`config.mk`:
```
export PLATFORM = sky130hd
export DESIGN_NAME = deque_with_value_delete_core
export DESIGN_NICKNAME = d
export VERILOG_FILES = /design/src/rtl/dqvd_pkg.sv /design/src/rtl/dqvd_ram.sv /design/src/rtl/deque_with_value_delete_core.sv
export SDC_FILE = /design/constraint.sdc
export NUM_CORES = 2
export LEC_CHECK = 0
export BUFFER_PORTS_ARGS = -buffer_cell sky130_fd_sc_hd__buf_2
export CORE_MARGIN = 2
export CORE_UTILIZATION = 63
export CTS_CLUSTER_SIZE = 16
export DETAILED_ROUTE_END_ITERATION = 16
export PLACE_DENSITY = 0.79
export SETUP_SLACK_MARGIN = 0.15
export SLEW_MARGIN = 20
export SYNTH_ARGS = -nofsm -noshare
export SYNTH_HDL_FRONTEND = slang
export SYNTH_SLANG_ARGS = --single-unit
```
`constraint.sdc`:
```
create_clock -name clk -period 5.35 [get_ports clk]
set_input_delay 1.07 -clock clk [delete_from_list [all_inputs] [get_ports clk]]
set_output_delay 1.07 -clock clk [all_outputs]
set_load 0.01 [all_outputs]
```
`src/rtl/dqvd_pkg.sv`:
```
// ============================================================================
// dqvd_pkg - shared types, codes and helpers for the bounded deque
// Holds the sizing constants, command and status codes, and the ring-index
// and word-format helpers used by the core.
// ============================================================================
package dqvd_pkg;

  // Sizing
  localparam int CAPACITY   = 64;
  localparam int WORD_WIDTH = 32;
  localparam int ADDR_W     = (CAPACITY > 1) ? $clog2(CAPACITY) : 1;
  localparam int CNT_W      = $clog2(CAPACITY + 1);
  localparam int SUM_W      = CNT_W + 1;

  typedef logic [ADDR_W-1:0]     addr_t;
  typedef logic [CNT_W-1:0]      cnt_t;
  typedef logic [SUM_W-1:0]      sum_t;
  typedef logic [WORD_WIDTH-1:0] word_t;

  // Command codes
  localparam logic [3:0] CMD_AF       = 4'd0;
  localparam logic [3:0] CMD_AL       = 4'd1;
  localparam logic [3:0] CMD_DF       = 4'd2;
  localparam logic [3:0] CMD_DL       = 4'd3;
  localparam logic [3:0] CMD_CLEAR    = 4'd4;
  localparam logic [3:0] CMD_DE       = 4'd5;
  localparam logic [3:0] CMD_PRINT_A  = 4'd6;
  localparam logic [3:0] CMD_PRINT_F  = 4'd7;
  localparam logic [3:0] CMD_PRINT_L  = 4'd8;

  // Status codes
  localparam logic [1:0] ST_OK    = 2'd0;
  localparam logic [1:0] ST_FULL  = 2'd1;
  localparam logic [1:0] ST_EMPTY = 2'd2;

  // Ring index of base + off, with base below CAPACITY and off at most CAPACITY
  function automatic addr_t wrap(addr_t base, cnt_t off);
    sum_t sum;
    sum = sum_t'(base) + sum_t'(off);
    if (sum >= sum_t'(CAPACITY)) begin
      sum = sum - sum_t'(CAPACITY);
    end
    return sum[ADDR_W-1:0];
  endfunction

  // Stored word from a 32-bit input: sign-extend, then keep WORD_WIDTH bits
  function automatic word_t to_word(logic [31:0] v);
    logic [63:0] e;
    e = {{32{v[31]}}, v};
    return e[WORD_WIDTH-1:0];
  endfunction

  // 32-bit result field from a stored word: sign-extend, then keep 32 bits
  function automatic logic [31:0] to_elem(word_t w);
    logic [63:0] e;
    e = 64'(signed'(w));
    return e[31:0];
  endfunction

endpackage

```
`src/rtl/dqvd_ram.sv`:
```
// ============================================================================
// dqvd_ram - generic simple dual-port RAM
// One write port and one read port; read data is registered.
// ============================================================================
module dqvd_ram #(
  parameter int WIDTH = 32,
  parameter int DEPTH = 64
) (
  input  logic                                      clk,
  input  logic                                      we,
  input  logic [((DEPTH > 1) ? $clog2(DEPTH) : 1)-1:0] waddr,
  input  logic [WIDTH-1:0]                          wdata,
  input  logic [((DEPTH > 1) ? $clog2(DEPTH) : 1)-1:0] raddr,
  output logic [WIDTH-1:0]                          rdata
);

  logic [WIDTH-1:0] mem [DEPTH];

  // Write, then register the read word
  always_ff @(posedge clk) begin
    if (we) begin
      mem[waddr] <= wdata;
    end
    rdata <= mem[raddr];
  end

endmodule

```
`src/rtl/deque_with_value_delete_core.sv`:
```
// ============================================================================
// deque_with_value_delete_core - bounded double-ended queue with value delete
// Ring store with head index and entry count, run by a small sequencer with a read
// and a write ring-index adder, one word comparator and one RAM read port.
// ============================================================================
// Sequencing: end operations, clear and empty prints pass through the execute
//   state and then raise their result. Delete-value walks the list at one entry
//   per cycle through the RAM read port, then raises its result.
// Prints step through each element in order: read address, registered RAM read,
//   then a result beat that is held until taken.
// One command at a time; the next command beat is taken after the last result.
// Reset clears head index, entry count and control; the store is not cleared.
module deque_with_value_delete_core (
  input  logic               clk,
  input  logic               rst,
  input  logic               cmd_valid,
  output logic               cmd_stall,
  input  logic [3:0]         cmd,
  input  logic signed [31:0] value,
  output logic               res_valid,
  input  logic               res_stall,
  output logic signed [31:0] elem_value,
  output logic               has_elem,
  output logic [1:0]         status,
  output logic               last
);

  localparam logic [2:0] S_IDLE  = 3'd0;
  localparam logic [2:0] S_EXEC  = 3'd1;
  localparam logic [2:0] S_DWALK = 3'd2;
  localparam logic [2:0] S_PRD   = 3'd3;
  localparam logic [2:0] S_PLOAD = 3'd4;
  localparam logic [2:0] S_OUT   = 3'd5;

  logic [2:0]           state;
  logic [3:0]           cmd_r;
  dqvd_pkg::word_t      word_r;
  dqvd_pkg::cnt_t       n_r;
  dqvd_pkg::cnt_t       start;
  dqvd_pkg::cnt_t       idx;
  dqvd_pkg::cnt_t       keep;
  logic                 pend;
  logic                 more;
  dqvd_pkg::addr_t      head;
  dqvd_pkg::cnt_t       count;

  dqvd_pkg::cnt_t       rd_off;
  dqvd_pkg::cnt_t       wr_off;
  dqvd_pkg::addr_t      rd_slot;
  dqvd_pkg::addr_t      dec_head;
  dqvd_pkg::cnt_t       clamp_n;
  logic                 full;
  logic                 empty;
  logic                 mismatch;

  logic                 ram_we;
  dqvd_pkg::addr_t      ram_waddr;
  dqvd_pkg::word_t      ram_rdata;

  logic                 cmd_accept;
  logic                 res_accept;

  assign cmd_stall  = (state != S_IDLE);
  assign cmd_accept = cmd_valid && !cmd_stall;
  assign res_accept = res_valid && !res_stall;

  assign full     = (count == dqvd_pkg::cnt_t'(dqvd_pkg::CAPACITY));
  assign empty    = (count == '0);
  assign mismatch = (ram_rdata != word_r);
  assign dec_head = (head == '0) ? dqvd_pkg::addr_t'(dqvd_pkg::CAPACITY - 1)
                                 : head - dqvd_pkg::addr_t'(1);

  // Clamp a print count: negative or above size gives size
  assign clamp_n = (value[31] || ($unsigned(value) > 32'(count))) ? count
                                                                 : value[dqvd_pkg::CNT_W-1:0];

  // Select ring offsets for the read and write index adders
  always_comb begin
    rd_off = idx;
    wr_off = keep;
    unique case (state)
      S_EXEC:  begin
        rd_off = dqvd_pkg::cnt_t'(1);
        wr_off = count;
      end
      S_PRD:   rd_off = start + idx;
      default: begin
        rd_off = idx;
        wr_off = keep;
      end
    endcase
  end

  assign rd_slot = dqvd_pkg::wrap(head, rd_off);

  // Drive store writes: end adds and compaction
  always_comb begin
    ram_we    = 1'b0;
    ram_waddr = dqvd_pkg::wrap(head, wr_off);
    if (state == S_EXEC && !full) begin
      if (cmd_r == dqvd_pkg::CMD_AF) begin
        ram_we    = 1'b1;
        ram_waddr = dec_head;
      end else if (cmd_r == dqvd_pkg::CMD_AL) begin
        ram_we = 1'b1;
      end
    end else if (state == S_DWALK && pend && mismatch) begin
      ram_we = 1'b1;
    end
  end

  dqvd_ram #(
    .WIDTH (dqvd_pkg::WORD_WIDTH),
    .DEPTH (dqvd_pkg::CAPACITY)
  ) u_store (
    .clk   (clk),
    .we    (ram_we),
    .waddr (ram_waddr),
    .wdata (ram_we && state == S_DWALK ? ram_rdata : word_r),
    .raddr (rd_slot),
    .rdata (ram_rdata)
  );

  // Sequencer and list pointers
  always_ff @(posedge clk) begin
    if (rst) begin
      state     <= S_IDLE;
      head      <= '0;
      count     <= '0;
      res_valid <= 1'b0;
      more      <= 1'b0;
      pend      <= 1'b0;
    end else begin
      unique case (state)
        S_IDLE: begin
          if (cmd_accept) begin
            cmd_r  <= cmd;
            word_r <= dqvd_pkg::to_word(value);
            n_r    <= (cmd == dqvd_pkg::CMD_PRINT_A) ? count : clamp_n;
            state  <= S_EXEC;
          end
        end

        S_EXEC: begin
          // Status result by default; walks override below
          elem_value <= '0;
          has_elem   <= 1'b0;
          status     <= dqvd_pkg::ST_OK;
          last       <= 1'b1;
          more       <= 1'b0;
          res_valid  <= 1'b1;
          state      <= S_OUT;
          idx        <= '0;
          keep       <= '0;
          pend       <= 1'b0;
          case (cmd_r)
            dqvd_pkg::CMD_AF: begin
              if (full) begin
                status <= dqvd_pkg::ST_FULL;
              end else begin
                head  <= dec_head;
                count <= count + dqvd_pkg::cnt_t'(1);
              end
            end
            dqvd_pkg::CMD_AL: begin
              if (full) begin
                status <= dqvd_pkg::ST_FULL;
              end else begin
                count <= count + dqvd_pkg::cnt_t'(1);
              end
            end
            dqvd_pkg::CMD_DF: begin
              if (empty) begin
                status <= dqvd_pkg::ST_EMPTY;
              end else begin
                head  <= rd_slot;
                count <= count - dqvd_pkg::cnt_t'(1);
              end
            end
            dqvd_pkg::CMD_DL: begin
              if (empty) begin
                status <= dqvd_pkg::ST_EMPTY;
              end else begin
                count <= count - dqvd_pkg::cnt_t'(1);
              end
            end
            dqvd_pkg::CMD_CLEAR: begin
              count <= '0;
            end
            dqvd_pkg::CMD_DE: begin
              if (empty) begin
                status <= dqvd_pkg::ST_EMPTY;
              end else begin
                res_valid <= 1'b0;
                state     <= S_DWALK;
              end
            end
            dqvd_pkg::CMD_PRINT_A, dqvd_pkg::CMD_PRINT_F, dqvd_pkg::CMD_PRINT_L: begin
              if (n_r != '0) begin
                res_valid <= 1'b0;
                start     <= (cmd_r == dqvd_pkg::CMD_PRINT_L) ? count - n_r : '0;
                state     <= S_PRD;
              end
            end
            default: begin
              // Unknown command: drop without a result
              res_valid <= 1'b0;
              state     <= S_IDLE;
            end
          endcase
        end

        S_DWALK: begin
          // Issue the next read, compare the word read last cycle
          if (idx != count) begin
            idx  <= idx + dqvd_pkg::cnt_t'(1);
            pend <= 1'b1;
          end else begin
            pend <= 1'b0;
          end
          if (pend && mismatch) begin
            keep <= keep + dqvd_pkg::cnt_t'(1);
          end
          if (idx == count && !pend) begin
            count      <= keep;
            elem_value <= '0;
            has_elem   <= 1'b0;
            status     <= dqvd_pkg::ST_OK;
            last       <= 1'b1;
            more       <= 1'b0;
            res_valid  <= 1'b1;
            state      <= S_OUT;
          end
        end

        S_PRD: begin
          state <= S_PLOAD;
        end

        S_PLOAD: begin
          // Load one printed element
          elem_value <= dqvd_pkg::to_elem(ram_rdata);
          has_elem   <= 1'b1;
          status     <= dqvd_pkg::ST_OK;
          last       <= (idx + dqvd_pkg::cnt_t'(1) == n_r);
          more       <= (idx + dqvd_pkg::cnt_t'(1) != n_r);
          idx        <= idx + dqvd_pkg::cnt_t'(1);
          res_valid  <= 1'b1;
          state      <= S_OUT;
        end

        S_OUT: begin
          // Hold the beat until taken, then advance
          if (res_accept) begin
            res_valid <= 1'b0;
            state     <= more ? S_PRD : S_IDLE;
          end
        end

        default: begin
          state <= S_IDLE;
        end
      endcase
    end
  end

  // Checks
  a_count_bound: assert property (@(posedge clk) disable iff (rst)
    count <= dqvd_pkg::cnt_t'(dqvd_pkg::CAPACITY))
    else $error("entry count above capacity");

  a_valid_state: assert property (@(posedge clk) disable iff (rst)
    res_valid |-> (state == S_OUT))
    else $error("result beat outside output state");

  a_keep_behind: assert property (@(posedge clk) disable iff (rst)
    (state == S_DWALK) |-> (keep <= idx))
    else $error("compaction write ahead of read");

  a_last_ends: assert property (@(posedge clk) disable iff (rst)
    (res_accept && last) |=> (state == S_IDLE))
    else $error("command continued after last beat");

endmodule
```
After elaboration in Yosys (flattened, before gate mapping)
Memories as Yosys holds them, arrays and structs flattened. A register that Yosys moved wholly into a read port is not among the register bits.
Index checks and enable logic that the tools add are counted.
{"block": "classes", "add_sub_neg": 11, "n_lt_le_gt_ge": 3, "n_eq_ne": 30, "muxes": 55, "n_bitwise": 1, "n_reduce_logical": 38}
{"operator": "32-bit case mux with 3 select lines", "count": 1}
{"operator": "32-bit 2-to-1 mux", "count": 2}
{"operator": "7-bit 2-to-1 mux", "count": 8}
{"operator": "6-bit 2-to-1 mux", "count": 7}
{"operator": "7-bit case mux with 2 select lines", "count": 3}
{"operator": "7-bit case mux with 3 select lines", "count": 2}
{"operator": "32-bit by 7-bit greater-than comparator with 1-bit output", "count": 1}
{"operator": "32-bit inequality test", "count": 1}
{"operator": "7-bit by 1-bit adder with 7-bit output (second input constant)", "count": 3}
{"operator": "4-bit by 3-bit equality test with 1-bit output (second input constant)", "count": 5}
{"operator": "3-bit case mux with 6 select lines", "count": 1}
{"operator": "3-bit AND reduction", "count": 6}
{"operator": "6-bit by 1-bit subtractor with 6-bit output (second input constant)", "count": 3}
{"operator": "6-bit by 7-bit adder with 8-bit output", "count": 2}
{"operator": "8-bit by 7-bit greater-or-equal comparator with 1-bit output (second input constant)", "count": 2}
{"operator": "3-bit 2-to-1 mux", "count": 5}
{"operator": "7-bit equality test", "count": 2}
{"operator": "7-bit inequality test", "count": 2}
{"operator": "1-bit 2-to-1 mux", "count": 13}
{"operator": "1-bit case mux with 3 select lines", "count": 4}
{"operator": "6-bit case mux with 2 select lines", "count": 1}
{"operator": "3-bit case mux with 3 select lines", "count": 1}
{"operator": "4-bit by 2-bit equality test with 1-bit output (second input constant)", "count": 2}
{"operator": "1-bit logical AND", "count": 8}
{"operator": "other kinds (35)", "count": 53}
{"block": "totals", "reg_bits": 119, "ramBits": 2048, "in_bits": 40, "out_inout_bits": 38, "elab_cells": 155, "mem_count": 1}
{"memory": "u_store.mem", "words": 64, "word_bits": 32, "rd": 1, "rd_clocked_by_memory_dff": 1, "write_ports": 1, "line_no": "dqvd_ram.sv:17", "source": "logic [WIDTH-1:0] mem [DEPTH];"}

Depth between registers and ports, before layout
{"block": "depth", "word_depth": 7, "ltp_mapped": 18, "mapped_depth_nobuf": 15}

Modules after synthesis
From an unflattened synthesis, not the netlist that was laid out.
{"block": "unflattened", "hier_cells": 4183, "area_unflattened_um2": 86372.8}
{"module": "dqvd_ram", "n_inst": 1, "cells_per_inst": 3511, "area_per_inst_um2": 79039.6, "seq_area_each_um2": 62139.6}
{"module": "deque_with_value_delete_core", "n_inst": 1, "cells_per_inst": 672, "area_per_inst_um2": 7333.3, "seq_area_each_um2": 3353.2}

Worst setup path before layout
OpenSTA, ideal clock, no wires.
{"block": "synth_timing", "path_type": "input -> register", "start": "in rst", "end": "reg cmd_r[0] (enable)", "setup_time_ps": 506, "arrival_ps": 4460, "t_required_ps": 4844, "slack_ps": 385, "stages": 2, "n_path_buf": 1, "path_cell_list": "clkbuf_1 -> nor3b_1"}
{"block": "synth_via", "elab_chain_cells": 2}
{"item": "from (decl)", "line_no": "deque_with_value_delete_core.sv:15", "source": "input logic rst,"}
{"item": "1-bit inverter (no source line)"}
{"item": "3-bit AND reduction (no source line)"}
{"item": "to (signal assigned)", "line_no": "deque_with_value_delete_core.sv:137", "source": "cmd_r <= cmd;"}
{"item": "to (decl)", "line_no": "deque_with_value_delete_core.sv:36", "source": "logic [3:0] cmd_r;"}
No other way between the ends.
A chain may end at the register's enable or synchronous reset.

Final worst setup path
{"block": "layout_timing", "start": "reg idx[0]", "end": "reg u_store.rdata[25], read port of u_store.mem"}
{"block": "layout_via", "elab_chain_cells": 5, "elab_cells_between_ends": 6, "cone_classes": "add/sub (3); order compare (1); mux (2)"}
{"item": "from (decl)", "line_no": "deque_with_value_delete_core.sv:40", "source": "dqvd_pkg::cnt_t idx;"}
{"item": "from (signal assigned)", "line_no": "deque_with_value_delete_core.sv:216", "source": "idx <= idx + dqvd_pkg::cnt_t'(1);"}
{"item": "from (signal assigned)", "line_no": "deque_with_value_delete_core.sv:247", "source": "idx <= idx + dqvd_pkg::cnt_t'(1);"}
{"item": "7-bit adder", "line_no": "deque_with_value_delete_core.sv:86", "source": "S_PRD: rd_off = start + idx;"}
{"item": "7-bit case mux with 2 select lines *", "line_no": "deque_with_value_delete_core.sv:81", "source": "unique case (state)"}
{"item": "6-bit by 7-bit adder with 8-bit output *", "line_no": "dqvd_pkg.sv:39", "source": "sum = sum_t'(base) + sum_t'(off);"}
{"item": "8-bit by 7-bit greater-or-equal comparator with 1-bit output or 6-bit by 1-bit subtractor with 6-bit output (tied branches)", "line_no": "dqvd_pkg.sv:40, dqvd_pkg.sv:41"}
{"item": "6-bit 2-to-1 mux *", "line_no": "dqvd_pkg.sv:40", "source": "if (sum >= sum_t'(CAPACITY)) begin"}
{"item": "to (decl)", "line_no": "dqvd_ram.sv:14", "source": "output logic [WIDTH-1:0] rdata"}
Every way passes the cells marked *; elsewhere a longest branch is shown, timed or not.

==> results.py <==
metrics = {
    "detailed_routing": {
        "drt_wl_total_mm": 219,
        "drt-initial-drc-count": 6881,
        "vias_per_cell": 7.05,
        "detail-route-antenna-nets": 0,
        "firstDrtPassIters": 6,
        "drc": 0,
        "vias": 43167,
        "post_drt_wl_per_cell_um": 35.7,
    },
    "die": {
        "die_y_um": 374,
        "chipWidth_um": 374,
        "die_area_um2": 140000,
        "initial_core_util_pct": 63.6,
        "io_pins": 78,
        "core_um2": 136000,
        "num_rows": 135,
    },
    "global_route": {
        "grt_pass1_vias": 43674,
        "grtUsageTotal_pct": 31.8,
        "grt_antenna_before_repair": 2,
        "overflow": 0,
        "grt_pass1_wl_mm": 313,
        "grt_max_degree": 100,
    },
    "min_path": {
        "hold_path.class": "input pin to flip-flop",
    },
    "sta": {
        "whs_ns": 0.423,
        "tns_ns": 0,
        "fmax_mhz": 196,
        "setup_viol": 0,
        "fin_worst_skew_ns": 0.0333,
        "hold_viol": 0,
        "period_share_pct": 95.3,
        "maxSlewHeadroom_pct": 25.2,
        "drv_slew": 0,
        "tightest_slew_ns": 1.12,
        "period_minus_slack_ns": 5.10,
        "rsz0062_at_grt": "false",
    },
    "final_layout": {
        "drive_gt1_share_pct": 29.4,
        "multi_input_area_um2": 20600,
        "seq_area_um2": 65500,
        "final_common_cell": "edfxtp_1",
        "nFillCells": 7353,
        "area_delta_synth_final_pct": 13.2,
        "layout_common_cells": "edfxtp_1 (2147), mux4_2 (576), mux2i_1 (287)",
        "final_area_um2": 97700,
        "fin_nets": 4252,
    },
    "power_and_ir_drop": {
        "internal_power_w": 0.0300,
        "power_switching_w": 0.00987,
        "ir_worst_vdd_uv": 265,
        "share_comb_of_total_power_pct": 14.6,
        "seqPwrFrac_pct": 49.2,
        "swShare_pct": 24.8,
        "power.density_nw_per_um2": 408,
        "p_leak_nw": 31.4,
        "p_clk_share_pct": 36.2,
    },
    "status": {
        "status": "completed",
    },
    "clock_network": {
        "root_buffer": "clkbuf_16",
        "clock_path_buffers": 3,
        "clock_latency_ns": 0.84,
        "cts_resized": 0,
        "clkSinkCount": 2198,
        "ctsHoldBuffers": 0,
        "cts_buffers": 204,
        "path_clk_slew_ns": 0.06,
        "cts_setup_buffers": 0,
        "htreeDepth": 4,
        "tritoncts": "built",
    },
    "worst_setup_path": {
        "crit_required_ns": 6.02,
        "path_max_fanout": 38,
        "worst_setup_path_end_kind": "flip-flop",
        "path_class": "flip-flop to flip-flop",
        "cp.arrival_ns": 5.77,
        "crit_path_start_kind": "flip-flop",
    },
    "synthesis": {
        "synth_edf_count": 2147,
        "synthesis.nets": 3962,
        "netlist_instances": 3881,
        "synthFlopType": "edfxtp_1",
        "yosysTopAreaCellShare_pct": 74.7,
        "synth_area_leaders": "edfxtp_1 (75%), mux4_2 (15%), mux2i_1 (3.4%), dfxtp_1 (1.2%), nor2_1 (0.53%)",
        "async_flop_share_pct": 0,
        "yosys_warnings": 0,
        "ys_seq_area_share_pct": 75.8,
        "netlist.top_cell.by_area": "edfxtp_1",
        "syn_area_um2": 86300,
        "synth.avg_cell_area_um2": 22.2,
        "synth-seq-cells": 2198,
        "synth_cell_types": 63,
    },
    "run": {
        "drv_cap": 0,
    },
    "placed_design": {
        "place_area_um2": 91000,
        "place_congestion": 0.894,
        "hpwl_mm": 114,
        "portBuffers": 77,
    },
}
layout make-up:
| class | count | area share, % |
|---|---|---|
| Antenna cell | 1 | 0.00256 |
| Multi-Input combinational cell | 1460 | 21.1 |
| Clock buffer | 274 | 5.71 |
| Sequential cell | 2198 | 67.0 |
| Inverter | 39 | 0.150 |
| Timing Repair Buffer | 268 | 2.66 |
| Clock inverter | 100 | 1.07 |
| Tap cell | 1781 | 2.28 |
layer usage:
metal  vias up  wire (µm)  global-route usage [%]
li1      16869          -                       -
met1     22549      77600                    44.1
met2      3207     106000                    50.4
met3       540      25800                    6.95
met4         2       8830                    12.1
met5         -         11                       0
per-stage QoR:
step | utilization [%] | worst slack, ns | std cells | power, W
2_1_floorplan | - | 0.385 | 3881 | 0.0235
3_3_place_gp | 67.0 | 0.407 | 5746 | 0.0254
3_5_place_dp | 67.0 | 0.330 | 5746 | 0.0255
4_1_cts | 71.9 | 0.265 | 6120 | 0.0399
5_1_grt | 72.0 | 0.158 | 6120 | 0.0408
6_report | 72.0 | 0.253 | 6121 | 0.0398
worst max-delay path, cell delays in order (launching register included):
cell	delay, ns
edfxtp_1	0.40
ha_1	0.23
inv_1	0.08
fa_1	0.42
nand2b_1	0.15
o21ai_0	0.37
inv_1	0.13
fa_4	0.92
buf_12	0.31
buf_12	0.27
mux4_2	0.38
mux4_2	0.47
mux2i_1	0.59
mux2i_1	0.16
registers in the layout, indices dropped and copies added, names as in the netlist, 2 cells and up:
register and flops:
start 6, word_r 32, u_store.rdata 32, elem_value 32, status 2, n_r 7, idx 7, u_store.mem 2048
count 7, state 3, cmd_r 4, head 6, keep 7
worst paths after layout:
path	startpoint	end	slack, ns	cells after the start
worst min-delay path	value[17]	word_r[17]$_DFFE_PP_	0.42	1
worst max register to register	idx[0]$_SDFFCE_PN0P_	u_store.rdata[25]$_DFF_P_	0.25	13
worst min register to register	more$_SDFFE_PP0P_	more$_SDFFE_PP0P_	0.48	2
worst max-delay path	idx[0]$_SDFFCE_PN0P_	u_store.rdata[25]$_DFF_P_	0.25	13
power groups by stage:
stage	logic [W]	registers [W]	clock network (W)
floorplan	0.00384	0.0196	0
finish	0.00581	0.0196	0.0144
global placement	0.00549	0.0199	0
global route	0.00610	0.0196	0.0152
CTS	0.00576	0.0196	0.0146
detailed placement	0.00561	0.0199	0
synth_stat cells, types with 4 or more instances:
master	count
nor3_1	14
xor2_1	50
a211oi_1	11
xnor2_1	30
nor2_1	121
mux2i_1	296
o21ai_0	28
mux2_2	38
nand2b_1	6
mux4_2	576
clkbuf_1	104
o21a_1	6
and3_1	6
or2_2	4
nor2b_1	9
a21o_1	8
nand3_1	19
a31oi_1	6
dfxtp_1	51
nor4_1	23
ha_1	36
a21oi_1	36
nand2_1	38
buf_4	4
edfxtp_1	2147
nand4_1	9
buf_1	15
inv_1	39
buf_2	61
a22oi_1	5
and2_1	37
fa_1	5
cell families (layout without fill, tap and decap cells):
logic type	count (synthesis)	count (layout)	share of synthesized area (%)
xor gates and xnor gates	81	81	0.830
AOI/OAI and AO/OA	130	130	0.964
adders and majority gates	41	41	0.638
DFF	2198	2198	75.8
and+or+nand+nor	298	298	1.70
muxes	910	910	19.0
buffers and inverters	223	681	1.08
other	0	1	0
Note: power is estimated with default switching activity, not from simulation.
